**src/sv/adc_rrss_pkg.sv**
```systemverilog
package adc_rrss_pkg;

	// channel storage and timestamp sizing
	localparam int MAX_CHANNELS = 4;
	localparam int TIME_BITS    = 32;
	localparam int NUM_MUX_REGS = 4;
	localparam int CHAN_BITS    = 2;
	localparam int ACTIVE_LIMIT = (MAX_CHANNELS < NUM_MUX_REGS) ? MAX_CHANNELS : NUM_MUX_REGS;

	// receive batch and sample constants
	localparam logic [3:0]  RX_BATCH_LEN = 4'd4;
	localparam int          OS_BIT       = 7;
	localparam logic [15:0] NORM_OFFSET  = 16'h8000;

	// event codes
	typedef enum logic [2:0] {
		REQ_ENABLE = 3'd0,
		REQ_READY  = 3'd1,
		REQ_POLL   = 3'd2,
		REQ_RECV   = 3'd3,
		REQ_READ   = 3'd4
	} req_type_t;

	// configuration register indexes
	typedef enum logic [2:0] {
		CFG_NUM_CHANNELS = 3'd0,
		CFG_MUX_CHAN0    = 3'd1,
		CFG_MUX_CHAN1    = 3'd2,
		CFG_MUX_CHAN2    = 3'd3,
		CFG_MUX_CHAN3    = 3'd4,
		CFG_GAIN         = 3'd5,
		CFG_DATA_RATE    = 3'd6,
		CFG_READY_PIN    = 3'd7
	} cfg_reg_t;

	// converter config word: OS, mux, gain, single shot, rate
	function automatic logic [15:0] make_word(input logic [2:0] mux, input logic [2:0] gain,
			input logic [2:0] rate);
		make_word = {1'b1, mux, gain, 1'b1, rate, 5'b0};
	endfunction

endpackage

```
**src/sv/adc_round_robin_scan_sequencer.sv**
```systemverilog
// each accepted input item gives a registered result item in the next cycle
// one item per cycle unless out_ready stalls; the single output register frees as taken
// all state is updated in the cycle an item is accepted, so items may follow back to back
// reset (arst_n low, asynchronous): scan idle, channel 0, nothing pending,
// stored samples and timestamps zero, config registers at their defaults
module adc_round_robin_scan_sequencer import adc_rrss_pkg::*; (
	input  logic               clk,
	input  logic               arst_n,
	// config write channel
	input  logic               cfg_valid,
	output logic               cfg_ready,
	input  logic [2:0]         cfg_index,
	input  logic [2:0]         cfg_data,
	// event channel
	input  logic               in_valid,
	output logic               in_ready,
	input  logic [2:0]         req_type,
	input  logic [7:0]         status_high,
	input  logic [7:0]         conv_high,
	input  logic [7:0]         conv_low,
	input  logic [3:0]         rx_length,
	input  logic [2:0]         read_channel,
	input  logic [31:0]        now_time,
	// result channel
	output logic               out_valid,
	input  logic               out_ready,
	output logic               write_config,
	output logic [15:0]        config_word,
	output logic               issue_read,
	output logic               accepted,
	output logic signed [15:0] sample_native,
	output logic [15:0]        sample_norm,
	output logic [31:0]        sample_time,
	output logic               sample_valid
);

	// config registers
	logic [2:0] num_channels_q;
	logic [2:0] mux_chan_q [NUM_MUX_REGS];
	logic [2:0] gain_code_q;
	logic [2:0] data_rate_code_q;
	logic       ready_pin_present_q;

	// sequencer state
	logic                 scanning_q;
	logic [CHAN_BITS-1:0] scan_channel_q;
	logic                 config_pending_q;
	logic                 ready_seen_q;
	logic [15:0]          channel_samples_q [ACTIVE_LIMIT];
	logic [TIME_BITS-1:0] channel_times_q [ACTIVE_LIMIT];

	// result register
	logic        out_valid_q;
	logic        write_config_q;
	logic [15:0] config_word_q;
	logic        issue_read_q;
	logic        accepted_q;
	logic [15:0] sample_native_q;
	logic [15:0] sample_norm_q;
	logic [31:0] sample_time_q;
	logic        sample_valid_q;

	logic in_fire;
	logic [2:0] active_n;
	logic [CHAN_BITS-1:0] next_chan;
	logic rx_ok;
	logic rd_ok;
	logic [15:0] rd_sample;

	// next-cycle values
	logic                 scanning_d;
	logic [CHAN_BITS-1:0] scan_channel_d;
	logic                 config_pending_d;
	logic                 ready_seen_d;
	logic                 store_sample;
	logic                 write_config_d;
	logic [15:0]          config_word_d;
	logic                 issue_read_d;
	logic                 accepted_d;
	logic [15:0]          sample_native_d;
	logic [15:0]          sample_norm_d;
	logic [31:0]          sample_time_d;
	logic                 sample_valid_d;

	assign cfg_ready = 1'b1;
	assign in_ready  = !out_valid_q || out_ready;
	assign in_fire   = in_valid && in_ready;

	// clamp channel count to 1..limit
	always_comb begin
		if (num_channels_q == 3'd0)
			active_n = 3'd1;
		else if (num_channels_q > 3'(ACTIVE_LIMIT))
			active_n = 3'(ACTIVE_LIMIT);
		else
			active_n = num_channels_q;
	end

	// rotation step with wrap
	always_comb begin
		if ({1'b0, scan_channel_q} + 3'd1 >= active_n)
			next_chan = '0;
		else
			next_chan = scan_channel_q + CHAN_BITS'(1);
	end

	assign rx_ok = (rx_length == RX_BATCH_LEN) && scanning_q && status_high[OS_BIT];
	assign rd_ok = (read_channel < active_n);
	assign rd_sample = channel_samples_q[read_channel[CHAN_BITS-1:0]];

	// event decode
	always_comb begin
		scanning_d       = scanning_q;
		scan_channel_d   = scan_channel_q;
		config_pending_d = config_pending_q;
		ready_seen_d     = ready_seen_q;
		store_sample     = 1'b0;
		write_config_d   = 1'b0;
		config_word_d    = '0;
		issue_read_d     = 1'b0;
		accepted_d       = 1'b0;
		sample_native_d  = '0;
		sample_norm_d    = '0;
		sample_time_d    = '0;
		sample_valid_d   = 1'b0;
		unique case (req_type)
			REQ_ENABLE: begin
				if (!scanning_q) begin
					scanning_d       = 1'b1;
					scan_channel_d   = '0;
					config_pending_d = 1'b1;
				end
			end
			REQ_READY: begin
				ready_seen_d = 1'b1;
			end
			REQ_POLL: begin
				if (config_pending_q) begin
					write_config_d   = 1'b1;
					config_word_d    = make_word(mux_chan_q[scan_channel_q], gain_code_q,
						data_rate_code_q);
					config_pending_d = 1'b0;
				end
				if (!ready_pin_present_q || ready_seen_q) begin
					ready_seen_d = 1'b0;
					issue_read_d = 1'b1;
				end
			end
			REQ_RECV: begin
				if (rx_ok) begin
					store_sample   = 1'b1;
					scan_channel_d = next_chan;
					write_config_d = 1'b1;
					config_word_d  = make_word(mux_chan_q[next_chan], gain_code_q,
						data_rate_code_q);
					accepted_d     = 1'b1;
				end
			end
			REQ_READ: begin
				if (rd_ok) begin
					sample_native_d = rd_sample;
					sample_norm_d   = rd_sample ^ NORM_OFFSET;
					sample_time_d   = 32'(channel_times_q[read_channel[CHAN_BITS-1:0]]);
					sample_valid_d  = 1'b1;
				end
			end
			default: begin
			end
		endcase
	end

	// config register writes
	always_ff @(posedge clk or negedge arst_n) begin
		if (!arst_n) begin
			num_channels_q      <= 3'd1;
			mux_chan_q[0]       <= 3'd4;
			mux_chan_q[1]       <= 3'd5;
			mux_chan_q[2]       <= 3'd6;
			mux_chan_q[3]       <= 3'd7;
			gain_code_q         <= 3'd1;
			data_rate_code_q    <= 3'd7;
			ready_pin_present_q <= 1'b0;
		end else if (cfg_valid) begin
			unique case (cfg_index)
				CFG_NUM_CHANNELS: num_channels_q      <= cfg_data;
				CFG_MUX_CHAN0:    mux_chan_q[0]       <= cfg_data;
				CFG_MUX_CHAN1:    mux_chan_q[1]       <= cfg_data;
				CFG_MUX_CHAN2:    mux_chan_q[2]       <= cfg_data;
				CFG_MUX_CHAN3:    mux_chan_q[3]       <= cfg_data;
				CFG_GAIN:         gain_code_q         <= cfg_data;
				CFG_DATA_RATE:    data_rate_code_q    <= cfg_data;
				CFG_READY_PIN:    ready_pin_present_q <= cfg_data[0];
				default: begin
				end
			endcase
		end
	end

	// sequencer state update
	always_ff @(posedge clk or negedge arst_n) begin
		if (!arst_n) begin
			scanning_q       <= 1'b0;
			scan_channel_q   <= '0;
			config_pending_q <= 1'b0;
			ready_seen_q     <= 1'b0;
		end else if (in_fire) begin
			scanning_q       <= scanning_d;
			scan_channel_q   <= scan_channel_d;
			config_pending_q <= config_pending_d;
			ready_seen_q     <= ready_seen_d;
		end
	end

	// sample and timestamp store, cleared at reset
	always_ff @(posedge clk or negedge arst_n) begin
		if (!arst_n) begin
			for (int i = 0; i < ACTIVE_LIMIT; i++) begin
				channel_samples_q[i] <= '0;
				channel_times_q[i]   <= '0;
			end
		end else if (in_fire && store_sample) begin
			channel_samples_q[scan_channel_q] <= {conv_high, conv_low};
			channel_times_q[scan_channel_q]   <= TIME_BITS'(now_time);
		end
	end

	// result valid flag
	always_ff @(posedge clk or negedge arst_n) begin
		if (!arst_n)
			out_valid_q <= 1'b0;
		else if (in_ready)
			out_valid_q <= in_valid;
	end

	// result payload
	always_ff @(posedge clk) begin
		if (in_fire) begin
			write_config_q  <= write_config_d;
			config_word_q   <= config_word_d;
			issue_read_q    <= issue_read_d;
			accepted_q      <= accepted_d;
			sample_native_q <= sample_native_d;
			sample_norm_q   <= sample_norm_d;
			sample_time_q   <= sample_time_d;
			sample_valid_q  <= sample_valid_d;
		end
	end

	assign out_valid     = out_valid_q;
	assign write_config  = write_config_q;
	assign config_word   = config_word_q;
	assign issue_read    = issue_read_q;
	assign accepted      = accepted_q;
	assign sample_native = sample_native_q;
	assign sample_norm   = sample_norm_q;
	assign sample_time   = sample_time_q;
	assign sample_valid  = sample_valid_q;

`ifndef SYNTHESIS
	// config word only travels with a config write
	a_word_gated: assert property (@(posedge clk) disable iff (!arst_n)
		out_valid_q && !write_config_q |-> config_word_q == '0)
		else $error("config word set without write");

	// a stored sample always starts the next conversion
	a_accept_writes: assert property (@(posedge clk) disable iff (!arst_n)
		out_valid_q && accepted_q |-> write_config_q && config_word_q[15])
		else $error("accepted sample without config write");

	// enable puts the sequencer in scanning state
	a_enable_scans: assert property (@(posedge clk) disable iff (!arst_n)
		in_fire && req_type == REQ_ENABLE |=> scanning_q)
		else $error("enable did not start scanning");

	// without a ready line every poll asks for a read
	a_poll_reads: assert property (@(posedge clk) disable iff (!arst_n)
		in_fire && req_type == REQ_POLL && !ready_pin_present_q |=> issue_read_q)
		else $error("poll missed read request");

	// invalid read returns all zero fields
	a_read_zero: assert property (@(posedge clk) disable iff (!arst_n)
		out_valid_q && !sample_valid_q |->
			sample_native_q == '0 && sample_norm_q == '0 && sample_time_q == '0)
		else $error("sample fields set on invalid read");

	// scan channel stays below the channel storage limit
	a_chan_range: assert property (@(posedge clk) disable iff (!arst_n)
		{1'b0, scan_channel_q} < 3'(ACTIVE_LIMIT))
		else $error("scan channel out of range");
`endif

endmodule

```
**config.mk**
```make
export PLATFORM = sky130hd
export DESIGN_NAME = adc_round_robin_scan_sequencer
export DESIGN_NICKNAME = d
export VERILOG_FILES = /design/src/sv/adc_rrss_pkg.sv /design/src/sv/adc_round_robin_scan_sequencer.sv
export SDC_FILE = /design/constraint.sdc
export NUM_CORES = 1
export LEC_CHECK = 0
export BUFFER_PORTS_ARGS = -buffer_cell sky130_fd_sc_hd__clkbuf_2
export CAP_MARGIN = 5
export CORE_ASPECT_RATIO = 1.1
export CORE_MARGIN = 2
export CORE_UTILIZATION = 31
export DETAILED_ROUTE_END_ITERATION = 12
export PLACE_DENSITY = 0.48
export RECOVER_POWER = 100
export SETUP_SLACK_MARGIN = 0.5
export SYNTH_ARGS = -nofsm -noshare
export SYNTH_HDL_FRONTEND = slang
export SYNTH_SLANG_ARGS = --single-unit
```
**constraint.sdc**
```tcl
create_clock -name clk -period 4.76 [get_ports clk]
set_clock_uncertainty 0.2 [all_clocks]
set_input_delay 0 -clock clk [delete_from_list [all_inputs] [get_ports clk]]
set_output_delay 0 -clock clk [all_outputs]
set_load 0.01 [all_outputs]
```
; Word level (Yosys, flattened, before mapping)
; Index checks and enable logic that the tools add are counted.
[classes]
reduce_logical = 28
n_eq_ne = 15
muxes = 37
bitwise = 4
add_sub_neg = 2
order_cmp = 7
[ops]
columns = op, count
row1 = $bwmux W128, 1
row2 = $mux W32, 3
row3 = $mux W16, 5
row4 = $bmux W32 S2, 1
row5 = $bwmux W64, 1
row6 = $demux W32 S2, 1
row7 = $bmux W16 S2, 1
row8 = $demux W16 S2, 1
row9 = $pmux W16 S2, 1
row10 = $reduce_and A2 Y1, 10
row11 = $mux W3, 6
row12 = $eq A3 B3 Y1 const B, 5
row13 = $bmux W3 S2, 2
row14 = $eq A3 B2 Y1 const B, 4
row15 = $ge A3 B3 Y1 const B, 3
row16 = $logic_not A3 Y1, 3
row17 = $not A2 Y3, 3
row18 = $mux W1, 7
row19 = $eq A3 B1 Y1 const B, 2
row20 = $mux W2, 3
row21 = $ne A2 B2 Y1 const B, 3
row22 = $pmux W1 S2, 3
row23 = $reduce_and A3 Y1, 2
row24 = $reduce_bool A2 Y1, 3
row25 = 13 further kinds, 19
[totals]
out_inout_bits = 87
wordCells = 122
input_bits = 77
ff_bits = 304

; Longest topological paths before layout
; Gate-level depths: netlist (run 1).
[logic_depth]
word_depth = 11
mapped_depth = 9
depth_no_buf = 8

; Worst setup path before layout (run 1)
; No wires, ideal clock.
[synth_path]
path_type = register to register
start = register scan_channel_q[0]
end = register config_word_q[14], in the netlist config_word[14], data pin
synth_period_minus_slack_ns = 2.553
t_arrival_ns = 2.093
setup_ns = 0.260
path_slack_ns = 2.207
t_required_ns = 4.300
path_buffers = 1
stages_incl_launch_ff = 10
cell_sequence = dfrtp_1 -> buf_2 -> inv_1 -> ha_1 -> ha_1 -> a21oi_1 -> o21ai_0 -> or3_1 -> a21oi_1 -> o31ai_1
[synth_between]
elab_chain_cells = 9
word_cells_on_any_way = 15
classes_between = add/sub: 2 / order compare: 1 / mux: 10 / bitwise: 2
[synth_lines]
columns = element, line_no
row1 = "start, declared", adc_round_robin_scan_sequencer.sv:46  ; logic [CHAN_BITS-1:0] scan_channel_q;
row2 = "start signal, assigned", adc_round_robin_scan_sequencer.sv:208  ; scan_channel_q <= scan_channel_d;
row3 = $add A2 B1 Y3, adc_round_robin_scan_sequencer.sv:101  ; if ({1'b0, scan_channel_q} + 3'd1 >= active_n)
row4 = $ge A3 B3 Y1, adc_round_robin_scan_sequencer.sv:101
row5 = $mux W2, adc_round_robin_scan_sequencer.sv:101
row6 = $not A2 Y3 (implied by the code), adc_round_robin_scan_sequencer.sv:154  ; config_word_d = make_word(mux_chan_q[next_chan], gain_code_q,
row7 = $bmux W3 S2, adc_round_robin_scan_sequencer.sv:154
row8 = $mux W3 (implied by the code) (2 in a row), adc_round_robin_scan_sequencer.sv:154
row9 = $mux W16, adc_round_robin_scan_sequencer.sv:150  ; if (rx_ok) begin
row10 = $pmux W16 S2 *, adc_round_robin_scan_sequencer.sv:126  ; unique case (req_type)
row11 = "end signal, assigned", adc_round_robin_scan_sequencer.sv:239  ; config_word_q <= config_word_d;
row12 = "end, declared", adc_round_robin_scan_sequencer.sv:55  ; logic [15:0] config_word_q;
; Every way passes the cells marked *; elsewhere a longest branch is shown, timed or not. The select of a mux whose other input is x is not followed.
; A chain may end at the register's enable or synchronous reset.

; Final worst setup path (run 1)
[layout_path]
start = register out_valid_q, in the netlist out_valid
end = register ready_seen_q
[layout_between]
elab_chain_cells = 4
[layout_lines]
columns = element, line_no
row1 = "start, declared", adc_round_robin_scan_sequencer.sv:53  ; logic out_valid_q;
row2 = "start signal, assigned", adc_round_robin_scan_sequencer.sv:232  ; out_valid_q <= in_valid;
row3 = $logic_not A1 Y1, adc_round_robin_scan_sequencer.sv:86  ; assign in_ready = !out_valid_q || out_ready;
row4 = $logic_or A1 B1 Y1, adc_round_robin_scan_sequencer.sv:86
row5 = $logic_and A1 B1 Y1, adc_round_robin_scan_sequencer.sv:87  ; assign in_fire = in_valid && in_ready;
row6 = $reduce_and A3 Y1 (no source line), --
row7 = "end signal, assigned", adc_round_robin_scan_sequencer.sv:210  ; ready_seen_q <= ready_seen_d;
row8 = "end, declared", adc_round_robin_scan_sequencer.sv:48  ; logic ready_seen_q;
; No other way between the ends.

==> results by stage, run 1 <==
Setup path:
- The most critical setup path has its startpoint at out_valid.
- The critical register-to-register path endpoint is ready_seen_q.
- The critical path is of the flop to flop type.
- Among all stages on the critical path, the largest delay is contributed by sky130_fd_sc_hd__buf_4.
- Walking the worst path, the cells encountered are nand2b_2, and2_4, buf_4, nand3b_1, a21oi_1, dlygate4sd3_1, nor2_1, dlygate4sd3_1.
- Following the worst setup path forward leads to its endpoint at ready_seen_q.
- The startpoint class of the critical path is a flop.
- The worst setup path is captured at a flop.
- The data arrival time of the critical path is 3.56 ns.
- The reg-to-reg startpoint is out_valid.
- In this design, the critical path's most frequently occurring cell is sky130_fd_sc_hd__dlygate4sd3_1.
- The largest single stage delay on the critical path is ~0.64 ns.
- The largest driver fanout on the critical path is 43.
- For flop-to-flop paths, the worst setup slack is about 1.4 ns.
- The data required time at the worst endpoint is 4.97 ns.
- The number of cells on the worst reg-to-reg path is 8.

Synthesis:
- In this run, synthesis inferred between 60 and 70 flip-flops with an integrated enable.
- By area, the combinational part of the netlist is dominated by multiplexers.
- For this run, the register share of the synthesized area comes to 0.580.
- The number of warnings reported in the yosys synthesis log is 0.
- The share of async-settable or async-resettable flops after synthesis is 0.780.
- Of the total synthesized cell area, the portion taken by AND, OR, NAND and NOR gates is 0.0531.
- Of the total synthesized cell area, the portion taken by full adders, half adders and majority gates is 0.00884.
- The post-synthesis average cell area is 16.6 sq um.
- For this run, the leading register cell type out of synthesis is sky130_fd_sc_hd__dfrtp_1.
- The number of distinct library cell variants in the gate-level netlist after synthesis is 43.
- The compound-gate portion of the synthesized area was 0.0131.
- After technology mapping, the gate count stands at approximately 770.
- The number of storage elements in the synthesis netlist is 282.
- After synthesis, the share of cell area in mux cells is 0.304.
- Of the total synthesized cell area, the portion taken by XOR and XNOR cells is 0.
- The post-synthesis instance area is 12700 sq um.

CTS:
- The deepest level of the CTS H-tree is 2.
- The number of clock buffers added by TritonCTS is 34.
- The CTS tree is done.
- The post-cts hold buffer count is 78.
- The root buffer cell is sky130_fd_sc_hd__clkbuf_16.
- At the later pin of the worst-skew pair, clock insertion delay measures 0.52 ns.
- Clock-pin slew was measured on the worst setup and hold paths at ~0.060 ns.
- Counting along the longest clock path gives a buffer depth of 3.
- The post-CTS setup-driven buffer insertion count is 0.
- The number of sinks on the clock net is roughly 280.
- In this run, post-CTS repair resized a total of 0 instances.

Pwr:
- Of the total power, the share spent switching nets is 0.226.
- The power density over the cells is 373 nW/um^2.
- Overall power consumption after layout is estimated at 5.68 mW.
- The largest voltage drop on the vdd net is 0.000219 V.
- The power share of the combinational group is 0.075.
- The internal power component is between 4 and 5 mW.
- The fraction of power consumed by the clock network is 0.463.
- The sequential share of power is 0.463.
- The static leakage power is just under 7 nW.
- The switching power summed over all nets is 1.29 mW.

Timing:
- The final number of hold-violating endpoints is 0.
- The final total negative setup slack is 0 ns.
- In this run the tightest slew margin relative to its limit is -0.109.
- In the finished design, the share of the clock period the worst path needs comes to 0.705.
- Subtracting the final worst setup slack from the clock period gives 3.36 ns.
- At the pin with the least slew margin, the transition time is 1.66 ns.
- Setup repair after global routing left no endpoint under its margin.
- The fmax is 298 MHz.
- The minimum setup slack in the final design is 1.40 ns.
- Setup violations remaining at the end of the flow were counted as 0.
- Across all hold checks on the routed design, the worst slack comes to 0.0529 ns.
- The final max-slew violation count is 196.

Route:
- For this block, the initial DRC count from the detailed router was about 200.
- Before antenna repair, the detailed router went through 4 iterations.
- Dividing the detail-routed via count by the number of cells gives 4.62.
- The detail route stage leaves a number of antenna-violating nets equal to 0.
- The via count is 7001.
- The routed design has slightly below 30000 microns of wire.
- The average detailed-routed wire length per instance is between 15 and 20 microns.
- In the routed design, unresolved DRC markers number 0.

Global routing:
- Entering global routing, the biggest net connects 116 pins.
- The first global-routing pass estimated 46800 microns of wire.
- The total track usage is 0.142.
- The total overflow left after global routing is 0.
- The via count of the first global-routing pass is just under 8000.
- The initial antenna violation count is 0.

Outcome:
- The checks that failed: max-capacitance violations, max-slew violations.
- The run finished, with violations left.

Floorplan:
- The initialized floorplan defines 77 standard-cell rows.
- The floorplan step set the die height to between 200 and 250 microns.
- The die span in x is slightly below 200 microns.
- The starting density of the core is 0.315.
- In this run the standard cell core region covers 40400 sq um.
- The area of the die is 42700 sq um.
- During I/O placement, the number of pins put on the boundary was 164.

Min path:
- The min-delay analysis places its worst path in the category input port to flop.

Job:
- The max-capacitance violation count is 4.

Placed design:
- The worst slack after detailed placement is around 1.8 ns.
- Input and output buffers added on the ports amount to 150.
- The detailed placement HPWL is 15900 microns.
- The placer's final routability congestion estimate is 0.700.

Layout:
- After the last flow step, the layout net total stands at ~1100.
- Of the cells placed in the final design, the portion with a size suffix greater than 1 is 0.325.
- The share of the core filled with cells in the final layout is 0.378.
- The number of diodes added for antenna fixing is 0.
- Relative to the synthesized area, the layout overhead comes to 19.7%.
-- final cells by class --
type                       instances  area [sq um]
clock buffer                      60          1140
clock inverter                     2          13.8
fill                            3889         25100
inverter                           9          33.8
multi-input combinational        417          4520
sequential                       282          7380
tap                              513           642
timing repair buffer             233          1500
-- worst min-delay path by stage --
stage / endpoint / slack, ns / start / cells past startpoint
finish: sample_time[19] / 0.05 / read_channel[0] / 3
global route: channel_times_q[56] / 0.1 / now_time[24] / 3
CTS: sample_time[19] / 0.06 / read_channel[0] / 3
detailed placement: channel_samples_q[41] / -0.07 / arst_n / 1
global placement: channel_samples_q[41] / -0.06 / arst_n / 1
floorplan: channel_samples_q[0] / -0.50 / arst_n / 0
-- synthesized netlist by cell type, types with 8 or more instances --
library cell | count | area share
sky130_fd_sc_hd__a21oi_1 | 9 | 0.0035
sky130_fd_sc_hd__mux2_4 | 80 | 0.094
sky130_fd_sc_hd__ha_1 | 9 | 0.0088
sky130_fd_sc_hd__mux4_2 | 51 | 0.090
sky130_fd_sc_hd__inv_1 | 9 | 0.0027
sky130_fd_sc_hd__buf_4 | 34 | 0.020
sky130_fd_sc_hd__clkbuf_1 | 11 | 0.0032
sky130_fd_sc_hd__nand2_1 | 12 | 0.0035
sky130_fd_sc_hd__o21ai_0 | 9 | 0.0035
sky130_fd_sc_hd__nor2b_1 | 55 | 0.027
sky130_fd_sc_hd__edfxtp_1 | 62 | 0.15
sky130_fd_sc_hd__mux2_2 | 132 | 0.12
sky130_fd_sc_hd__dfstp_2 | 13 | 0.027
sky130_fd_sc_hd__dfrtp_1 | 207 | 0.41
sky130_fd_sc_hd__buf_8 | 8 | 0.0094
-- stage by stage --
| step | cells | instance area, sq um |
|---|---|---|
| 2_1_floorplan | 770 | 12700 |
| 3_3_place_gp | 1376 | 13700 |
| 3_5_place_dp | 1376 | 13700 |
| 4_1_cts | 1516 | 15700 |
| 5_1_grt | 1516 | 15200 |
| 6_report | 1516 | 15200 |
-- kinds of logic (layout without fill, tap and decap cells) --
group	Yosys count	in the layout
flops	282	282
mux	266	266
simple gates	108	108
buf+inv	71	304
compound gates	28	28
fa+ha+maj	9	9
other cells	2	6
-- metal layers --
metal / global-route usage / vias to the layer above / routed length, microns
met5: 0 / - / 0
met4: 0.0388 / 0 / 538
met3: 0.0275 / 32 / 1150
met2: 0.236 / 138 / 13900
met1: 0.189 / 3626 / 13500
li1: - / 3205 / -
-- power by group through the flow --
| stage | registers (mW) | logic, mW | clock network, mW |
|---|---|---|---|
| finish | 2.63 | 0.425 | 2.63 |
| global route | 2.64 | 0.477 | 2.83 |
| CTS | 2.63 | 0.454 | 2.74 |
| floorplan | 2.66 | 0.212 | 0 |
| detailed placement | 2.67 | 0.390 | 0 |
| global placement | 2.67 | 0.387 | 0 |
-- worst max-delay path: cells and delay by family, from the launching register on --
kind / cells / cell delay, ns
AND/OR/NAND/NOR: 4 / 0.72
buffers and inverters: 3 / 1.76
AO/OA/AOI/OAI: 1 / 0.16
flip-flops: 1 / 0.38
-- state kept, by name, indices dropped and copies added, names as in the netlist, 2 cells and up --
name	flops
channel_times_q	128
num_channels_q	3
config_word	10
sample_native	16
sample_time	32
data_rate_code_q	3
channel_samples_q	64
mux_chan_q	12
scan_channel_q	2
gain_code_q	3
-- cell usage in the layout, fill, tap and decap left out, types with 2 or more instances in the layout --
| master | synthesis | final |
|---|---|---|
| sky130_fd_sc_hd__nor4_1 | 2 | 2 |
| sky130_fd_sc_hd__inv_1 | 9 | 9 |
| sky130_fd_sc_hd__a21oi_1 | 9 | 9 |
| sky130_fd_sc_hd__nor3b_1 | 2 | 2 |
| sky130_fd_sc_hd__nand2_2 | 0 | 4 |
| sky130_fd_sc_hd__conb_1 | 2 | 6 |
| sky130_fd_sc_hd__o31ai_1 | 3 | 3 |
| sky130_fd_sc_hd__mux2_1 | 0 | 79 |
| sky130_fd_sc_hd__dlygate4sd3_1 | 0 | 77 |
| sky130_fd_sc_hd__or3_1 | 3 | 3 |
| sky130_fd_sc_hd__mux2i_1 | 3 | 3 |
| sky130_fd_sc_hd__clkbuf_2 | 0 | 64 |
| sky130_fd_sc_hd__and3_1 | 1 | 2 |
| sky130_fd_sc_hd__a21o_1 | 3 | 3 |
| sky130_fd_sc_hd__edfxtp_1 | 62 | 62 |
| sky130_fd_sc_hd__nand2b_1 | 5 | 5 |
| sky130_fd_sc_hd__clkbuf_1 | 11 | 95 |
| sky130_fd_sc_hd__mux4_2 | 51 | 51 |
| sky130_fd_sc_hd__mux2_2 | 132 | 132 |
| sky130_fd_sc_hd__nor2_1 | 5 | 5 |
| sky130_fd_sc_hd__nand4b_1 | 4 | 4 |
| sky130_fd_sc_hd__nor3_1 | 4 | 5 |
| sky130_fd_sc_hd__nand3_1 | 3 | 3 |
| sky130_fd_sc_hd__ha_1 | 9 | 9 |
| sky130_fd_sc_hd__dfrtp_1 | 207 | 207 |
| sky130_fd_sc_hd__clkbuf_8 | 0 | 11 |
| sky130_fd_sc_hd__buf_4 | 34 | 4 |
| sky130_fd_sc_hd__nor2b_1 | 55 | 55 |
| sky130_fd_sc_hd__dfstp_2 | 13 | 13 |
| sky130_fd_sc_hd__o21ai_0 | 9 | 9 |
| sky130_fd_sc_hd__nand2_1 | 12 | 12 |
| sky130_fd_sc_hd__clkbuf_16 | 0 | 38 |
Power figures use the tool's default switching activity.
==> inputs of run 2 (changes only) <==
--- a/config.mk
+++ b/config.mk
@@ -5,13 +5,14 @@
 export SDC_FILE = /design/constraint.sdc
 export NUM_CORES = 1
 export LEC_CHECK = 0
+export ABC_AREA = 1
 export BUFFER_PORTS_ARGS = -buffer_cell sky130_fd_sc_hd__clkbuf_2
 export CAP_MARGIN = 5
 export CORE_ASPECT_RATIO = 1.1
 export CORE_MARGIN = 2
 export CORE_UTILIZATION = 31
 export DETAILED_ROUTE_END_ITERATION = 12
-export PLACE_DENSITY = 0.48
+export PLACE_DENSITY = 0.5
 export RECOVER_POWER = 100
 export SETUP_SLACK_MARGIN = 0.5
 export SYNTH_ARGS = -nofsm -noshare
==> constraint.sdc (replaced) <==
create_clock -name clk -period 2.79 [get_ports clk]
set_clock_uncertainty 0.2 [all_clocks]
set_input_delay 0 -clock clk [delete_from_list [all_inputs] [get_ports clk]]
set_output_delay 0 -clock clk [all_outputs]
set_load 0.01 [all_outputs]
==> results by stage, run 2 <==
Outcome:
- Outcome: completed (was finished with violations).

Synthesis:
- The sequential share of the synthesized area is 0.596 (was 0.580).
- The number of warnings reported in the yosys synthesis log is 0 (unchanged).
- The number of flops mapped to enable cells by yosys is 62 (unchanged).
- The number of storage elements in the synthesis netlist is 282 (unchanged).
- The cell type with the highest aggregate area in the netlist is sky130_fd_sc_hd__dfrtp_1 (unchanged).
- The post-synthesis average cell area is 9.07 sq um (was 16.6 sq um).
- Dominant cells by area after synthesis: sky130_fd_sc_hd__dfrtp_1 (42%), sky130_fd_sc_hd__edfxtp_1 (15%), sky130_fd_sc_hd__nand2_1 (7.9%) (was sky130_fd_sc_hd__dfrtp_1 (41%), sky130_fd_sc_hd__edfxtp_1 (15%), sky130_fd_sc_hd__mux2_2 (12%)).
- The number of instances in the synthesized netlist was 1367 (was 766).
- The share of async-settable or async-resettable flops after synthesis came to 0.780 (unchanged).
- The post-synthesis instance area came to 12400 sq um (was 12700 sq um).
- The most numerous cell in the Yosys netlist is sky130_fd_sc_hd__nand2_1 (was sky130_fd_sc_hd__dfrtp_1).
- List of most frequent post-synthesis cells: sky130_fd_sc_hd__nand2_1 (260), sky130_fd_sc_hd__nor2_1 (217), sky130_fd_sc_hd__dfrtp_1 (207) (was sky130_fd_sc_hd__dfrtp_1 (207), sky130_fd_sc_hd__mux2_2 (132), sky130_fd_sc_hd__mux2_4 (80)).
- The proportion of netlist area held by the largest area contributor was 0.418 (was 0.407).
- The most instantiated flip-flop cell in the synthesis netlist is sky130_fd_sc_hd__dfrtp_1 (unchanged).
- The number of distinct library cell variants in the gate-level netlist after synthesis is 30 (was 43).

Setup path:
- The startpoint of the worst setup timing path is out_valid (unchanged).
- The kind of end point of the critical path is a flop (unchanged).
- The largest driver fanout on the critical path is 7 (was 43).
- The startpoint class of the critical path is a flop (unchanged).
- The data required time at the worst endpoint is 2.99 ns (was 4.97 ns).
- The reg-to-reg startpoint is out_valid (unchanged).
- The data arrival time of the critical path came to 2.58 ns (was 3.56 ns).
- The class of the most critical setup path is flop to flop (unchanged).

Floorplan:
- The area of the core is 39300 sq um (was 40400 sq um).
- The number of rows created at floorplan was 76 (was 77).
- The top-level I/O count is 164 (unchanged).
- The die extent in y is 214 microns (was 217 microns).
- The die span in x is 195 microns (was 197 microns).
- The area of the die is 41600 sq um (was 42700 sq um).
- The starting density of the core was 0.316 (was 0.315).

Timing:
- The fmax is 420 MHz (was 298 MHz).
- The share of the clock period used by the worst path after layout is 0.853 (was 0.705).
- The final total negative setup slack was 0 ns (unchanged).
- The final critical delay including setup and external delays was 2.38 ns (was 3.36 ns).
- The number of setup violations in the final report is 0 (unchanged).
- The remaining max-slew budget at the tightest pin was 0.207 (was -0.109).
- The minimum setup slack in the final design was 0.410 ns (was 1.40 ns).
- The final number of hold-violating endpoints is 0 (unchanged).
- Unrepaired setup endpoints after global routing: no (unchanged).
- The transition time at the pin with the least slew margin is 1.19 ns (was 1.66 ns).
- The final max-slew violation count is 0 (was 196).
- The minimum hold slack is 0.131 ns (was 0.0529 ns).

Route:
- The count of routing violations after the opening detailed-route iteration is 615 (was 201).
- The via count was 9624 (was 7001).
- The first-pass detailed-route iteration total is 5 (was 4).
- The average vias per placed instance was 4.60 (was 4.62).
- The average detailed-routed wire length per instance is 15.4 microns (was 19.2 microns).
- The total routed wirelength is 32300 microns (was 29100 microns).
- The final routed DRC violation total is 0 (unchanged).
- The count of nets left with antenna violations after detail routing is 0 (unchanged).

Layout:
- The fraction of layout cells with a size suffix above 1 is 0.108 (was 0.325).
- The post-layout net count is 1646 (was 1063).
- The area growth from synthesis to layout was 22.5% (was 19.7%).
- The layout filler cell count is 4057 (was 3889).
- The number of diodes added for antenna fixing is 0 (unchanged).
- The largest register by flop count is channel_times_q (unchanged).
- Most frequent cells in the layout: sky130_fd_sc_hd__o21ai_0 (311), sky130_fd_sc_hd__nand2_1 (259), sky130_fd_sc_hd__nor2_1 (217) (was sky130_fd_sc_hd__dfrtp_1 (207), sky130_fd_sc_hd__mux2_2 (132), sky130_fd_sc_hd__clkbuf_1 (95)).
- The share of the core filled with cells in the final layout came to 0.387 (was 0.378).
- The design area was 15200 sq um (about the same).
- The number of flip-flops under the largest register name is 128 (unchanged).
- The most common cell after layout, fill and taps aside is sky130_fd_sc_hd__o21ai_0 (was sky130_fd_sc_hd__dfrtp_1).
- The final non-filler cell total is 2093 (was 1516).

Pwr:
- The fraction of power consumed by the clock network was 0.447 (was 0.463).
- The share of total power consumed by net switching came to 0.245 (was 0.226).
- The largest voltage drop on the vdd net came to 0.000466 V (was 0.000219 V).
- The total power of the final layout was 9.61 mW (was 5.68 mW).
- The sequential share of power came to 0.464 (was 0.463).
- The power density over the cells is 632 nW/um^2 (was 373 nW/um^2).
- The power share of the combinational group is 0.089 (was 0.075).
- The static leakage power is 6.76 nW (was 6.91 nW).
- The switching power summed over all nets came to 2.35 mW (was 1.29 mW).
- The internal power component is 7.26 mW (was 4.39 mW).

Placed design:
- The number of buffer cells added on primary ports is 150 (unchanged).
- The instance area after placement was 13500 sq um (was 13700 sq um).
- The placer's final routability congestion estimate is 0.795 (was 0.700).
- The worst slack after detailed placement is 0.300 ns (was 1.80 ns).
- The number of placed instances with taps included is 1951 (was 1376).
- The detailed placement HPWL is 18700 microns (was 15900 microns).

Global routing:
- The initial antenna violation count is 1 (was 0).
- The wire length of the first global-routing pass came to 51900 microns (was 46800 microns).
- The via count of the first global-routing pass is 9441 (was 7894).
- The total track usage is 0.157 (was 0.142).
- The largest net degree at the start of global routing is 121 (was 116).
- The overflow left after global routing is 0 (unchanged).

Job:
- The max-capacitance violation count is 0 (was 4).

Min path:
- The worst hold path class is input port to flop (unchanged).
- The hold path startpoint is conv_low[0] (was read_channel[0]).

CTS:
- The maximum clock insertion buffer count is 3 (unchanged).
- The CTS tree is done (unchanged).
- The number of buffers added by the clock tree synthesis step is 34 (unchanged).
- The clock transition at the registers of the reported paths is 0.06 ns (about the same).
- The insertion delay to the later sink of the worst-skew pair is 0.51 ns (was 0.52 ns).
- The deepest level of the CTS H-tree came to 2 (unchanged).
- The root buffer cell is sky130_fd_sc_hd__clkbuf_16 (unchanged).
- The number of sinks on the clock net was 282 (unchanged).
## run 2: cell types whose count changed after synthesis, sizes merged, moves of 18 or more
cell,before,now
mux4,51,0
nand2,16,260
clkbuf,11,32
nor2b,55,1
o21ai,9,322
mux2,212,0
a21oi,9,55
nor2,5,218
inv,9,92
buf,51,69
## run 2: repair_timing
action	in CTS	in global routing
gates resized for setup	2	2
hold buffers	77	0
endpoints found under the hold margin	461	0
buffers inserted	2	1
endpoints found under the setup margin	3	3
## run 2: power by group through the flow
stage	clock (mW)	sequential, mW	combinational [mW]
after floorplan	0	4.54	0.455
after global placement	0	4.53	0.795
after detailed placement	0	4.53	0.802
after CTS	4.46	4.46	0.901
after global routing	4.63	4.47	0.986
final	4.29	4.46	0.858
## run 2: worst paths after layout
path                            slack [ns]  cells after the start               endpoint
max in group asynchronous             0.56                      4      scan_channel_q[1]
worst max register to register        0.41                      7      scan_channel_q[0]
worst min-delay path                  0.13                      4  channel_samples_q[16]
worst max-delay path                  0.41                      7      scan_channel_q[0]
min in group asynchronous             0.36                      3   channel_samples_q[2]
worst min register to register        0.28                      2   channel_times_q[107]
## run 2: layout make-up
| type | instances | area (sq um) | share of cell area |
|---|---|---|---|
| sequential | 282 | 7390 | 0.486 |
| clock buffer | 46 | 980 | 0.0645 |
| tap | 507 | 634 | 0.0418 |
| multi-input combinational | 896 | 4070 | 0.268 |
| clock inverter | 16 | 105 | 0.00692 |
| inverter | 92 | 349 | 0.0230 |
| timing repair buffer | 254 | 1670 | 0.110 |
## run 2: per-layer routing
layer / share of wire / vias to the layer above / global-route usage
li1: - / 4824 / -
met1: 0.47 / 4551 / 0.216
met2: 0.46 / 205 / 0.258
met3: 0.049 / 42 / 0.0296
met4: 0.017 / 2 / 0.0393
met5: 0.00022 / - / 0
## run 2: cells by family after synthesis
kind of cell    after synthesis  synth area share
compound gates              380             0.155
fa+ha+maj                     9           0.00908
buf+inv                     193            0.0800
flops                       282             0.596
other cells                   2          0.000606
simple gates                501             0.160
## run 2: critical path, cell delays in order (launching register included)
cell and delay (ns):
sky130_fd_sc_hd__dfrtp_2 0.42, sky130_fd_sc_hd__a21oi_2 0.78, sky130_fd_sc_hd__clkbuf_1 0.40, sky130_fd_sc_hd__nand2_1 0.12, sky130_fd_sc_hd__inv_1 0.07, sky130_fd_sc_hd__nand2_1 0.11, sky130_fd_sc_hd__nand2_1 0.08, sky130_fd_sc_hd__o21ai_1 0.06
==> inputs of run 3 (changes only) <==
--- a/config.mk
+++ b/config.mk
@@ -9,7 +9,7 @@
 export BUFFER_PORTS_ARGS = -buffer_cell sky130_fd_sc_hd__clkbuf_2
 export CAP_MARGIN = 5
 export CORE_ASPECT_RATIO = 1.1
-export CORE_MARGIN = 2
+export CORE_MARGIN = 8
 export CORE_UTILIZATION = 31
 export DETAILED_ROUTE_END_ITERATION = 12
 export PLACE_DENSITY = 0.5
==> results by stage, run 3 (synthesized netlist as in run 2, its figures left out) <==
Layout:
- The post-layout net count came to 1644 (was 1646).
- The fraction of layout cells with a size suffix above 1 came to 0.104 (was 0.108).
- The largest register by flop count is channel_times_q (unchanged).
- The area growth from synthesis to layout is 22.8% (was 22.5%).
- The design area was 15200 sq um (about the same).
- The number of flip-flops under the largest register name is 128 (unchanged).
- Most frequent cells in the layout: sky130_fd_sc_hd__o21ai_0 (309), sky130_fd_sc_hd__nand2_1 (260), sky130_fd_sc_hd__nor2_1 (217) (was sky130_fd_sc_hd__o21ai_0 (311), sky130_fd_sc_hd__nand2_1 (259), sky130_fd_sc_hd__nor2_1 (217)).
- The share of the core filled with cells in the final layout is 0.383 (was 0.387).
- The layout filler cell count is 4060 (was 4057).
- The most common cell after layout, fill and taps aside is sky130_fd_sc_hd__o21ai_0 (unchanged).

Setup path:
- The data arrival time of the critical path is 2.39 ns (was 2.58 ns).
- The register-to-register setup slack is 0.45 ns (was 0.41 ns).
- The data required time at the worst endpoint is 2.85 ns (was 2.99 ns).
- The startpoint of the worst setup timing path is scan_channel_q[1] (was out_valid).
- The cell with the largest stage delay on the worst path was sky130_fd_sc_hd__dfrtp_2 (was sky130_fd_sc_hd__a21oi_2).
- The class of the most critical setup path was flop to flop (unchanged).
- The startpoint class of the critical path is a flop (unchanged).
- The reg-to-reg startpoint was scan_channel_q[1] (was out_valid).
- The largest driver fanout on the critical path is 6 (was 7).
- The cell type with the highest occurrence count on the critical path was sky130_fd_sc_hd__nand2_1 (unchanged).
- Crit-path cells: inv_1, ha_4, ha_1, nand2_1, inv_1, nand2_1, nand3_1, inv_1, nand2_1, nand2_1, nand2_1, nand2_1, nand2_1 (was a21oi_2, clkbuf_1, nand2_1, inv_1, nand2_1, nand2_1, o21ai_1).
- The kind of end point of the critical path is a flop (unchanged).
- The maximum single-stage delay on the critical path is 0.42 ns (was 0.78 ns).

Placed design:
- The instance area after placement was 13500 sq um (about the same).
- The number of buffer cells added on primary ports came to 150 (unchanged).
- The detailed placement HPWL was 19700 microns (was 18700 microns).
- The placer's final routability congestion estimate is 0.797 (was 0.795).

Timing:
- The minimum hold slack is 0.0204 ns (was 0.131 ns).
- The final critical delay including setup and external delays came to 2.34 ns (was 2.38 ns).
- The share of the clock period used by the worst path after layout is 0.838 (was 0.853).
- The final max-slew violation count is 0 (unchanged).
- The number of setup violations in the final report is 0 (unchanged).
- Unrepaired setup endpoints after global routing: no (unchanged).
- The transition time at the pin with the least slew margin was 0.988 ns (was 1.19 ns).
- The fmax is 428 MHz (was 420 MHz).
- The remaining max-slew budget at the tightest pin is 0.341 (was 0.207).
- The final total negative setup slack is 0 ns (unchanged).
- The final number of hold-violating endpoints was 0 (unchanged).

Route:
- The total routed wirelength came to 33700 microns (was 32300 microns).
- The final routed DRC violation total is 0 (unchanged).
- The average detailed-routed wire length per instance was 16.1 microns (was 15.4 microns).
- The first-pass detailed-route iteration total is 5 (unchanged).
- The via count came to 9659 (was 9624).
- The average vias per placed instance came to 4.61 (was 4.60).
- The count of nets left with antenna violations after detail routing is 0 (unchanged).
- The count of routing violations after the opening detailed-route iteration is 630 (was 615).

CTS:
- The clock transition at the registers of the reported paths was 0.06 ns (about the same).
- The insertion delay to the later sink of the worst-skew pair came to 0.51 ns (about the same).
- The number of sinks on the clock net was 282 (unchanged).
- The root buffer cell is sky130_fd_sc_hd__clkbuf_16 (unchanged).
- The number of buffers added by the clock tree synthesis step is 34 (unchanged).
- The maximum clock insertion buffer count is 3 (unchanged).
- The deepest level of the CTS H-tree is 2 (unchanged).
- The CTS tree is done (unchanged).

Pwr:
- The power share of the combinational group is 0.088 (was 0.089).
- The internal power component is 7.35 mW (was 7.26 mW).
- The largest voltage drop on the vdd net came to 0.000350 V (was 0.000466 V).
- The switching power summed over all nets was 2.32 mW (was 2.35 mW).
- The share of total power consumed by net switching was 0.240 (was 0.245).
- The power density over the cells is 635 nW/um^2 (was 632 nW/um^2).
- The fraction of power consumed by the clock network was 0.451 (was 0.447).
- The static leakage power is 6.78 nW (was 6.76 nW).
- The sequential share of power is 0.461 (was 0.464).
- The total power of the final layout came to 9.67 mW (was 9.61 mW).

Floorplan:
- The area of the core is 39800 sq um (was 39300 sq um).
- The starting density of the core was 0.312 (was 0.316).
- The area of the die is 46600 sq um (was 41600 sq um).
- The die extent in y was 226 microns (was 214 microns).
- The number of rows created at floorplan came to 77 (was 76).
- The die span in x is 207 microns (was 195 microns).
- The top-level I/O count is 164 (unchanged).

Global routing:
- The total track usage came to 0.145 (was 0.157).
- The wire length of the first global-routing pass is 53800 microns (was 51900 microns).
- The overflow left after global routing came to 0 (unchanged).
- The via count of the first global-routing pass is 9785 (was 9441).
- The largest net degree at the start of global routing is 97 (was 121).
- The initial antenna violation count is 1 (unchanged).

Job:
- The max-capacitance violation count was 0 (unchanged).

Outcome:
- Outcome: completed (unchanged).

Min path:
- The worst hold path class is input port to flop (unchanged).
- The hold path startpoint is read_channel[0] (was conv_low[0]).
[run 3: cell count changes in the layout (fill, tap and decap cells not counted), sizes merged]
cell	previous run	this run
clkinv	16	5
clkbuf	198	205
buf	24	21
inv	91	94
dlygate4sd3	77	75
bufinv	1	2
diode	0	1
[run 3: through the flow]
stage | cells | setup WS (ns)
5_1_grt | 2095 | 0.280
2_1_floorplan | 1371 | 0.158
6_report | 2095 | 0.453
3_5_place_dp | 1956 | 0.457
3_3_place_gp | 1956 | 0.451
4_1_cts | 2092 | 0.531
[run 3: worst paths after layout]
check,endpoint,depth (start not counted)
max,config_word[12],13
max in group asynchronous,out_valid,4
max reg2reg,config_word[12],13
min in group asynchronous,data_rate_code_q[1],3
min reg2reg,channel_times_q[10],2
min,sample_time[28],4
[run 3: final cells by class]
class                      instances  area, sq um  share of cell area
clock buffer                      50          995              0.0653
inverter                          92          349              0.0229
timing repair buffer             252         1710               0.113
sequential                       282         7390               0.485
tap                              513          642              0.0422
clock inverter                     9          101             0.00666
multi-input combinational        896         4030               0.265
antenna                            1         2.50            0.000164
[run 3: power groups by stage]
stage	Clock (mW)	Combinational [mW]	Sequential, mW
after floorplan	0	0.455	4.54
after global routing	4.67	0.977	4.47
final	4.36	0.851	4.46
after CTS	4.50	0.904	4.46
after detailed placement	0	0.811	4.53
after global placement	0	0.807	4.53
[run 3: worst max-delay path: cells and delay by family, from the launching register on]
family,cells,cell delay (ns)
simple gates,8,0.66
fa+ha+maj,2,0.51
buf+inv,3,0.31
flops,1,0.42
[run 3: timing repair]
action	CTS	global route
cloned	0	0
hold endpoints to repair	460	0
resized for setup	1	6
setup endpoints to repair	3	6
hold buffers	77	0
pin swaps	0	1
setup buffers	0	2
[run 3: metal layers]
metal,wire length (microns),global-route usage,vias up
li1,-,-,4810
met1,15700,0.197,4613
met2,15800,0.234,193
met3,1560,0.0274,43
met4,627,0.0379,0
met5,0,0,-
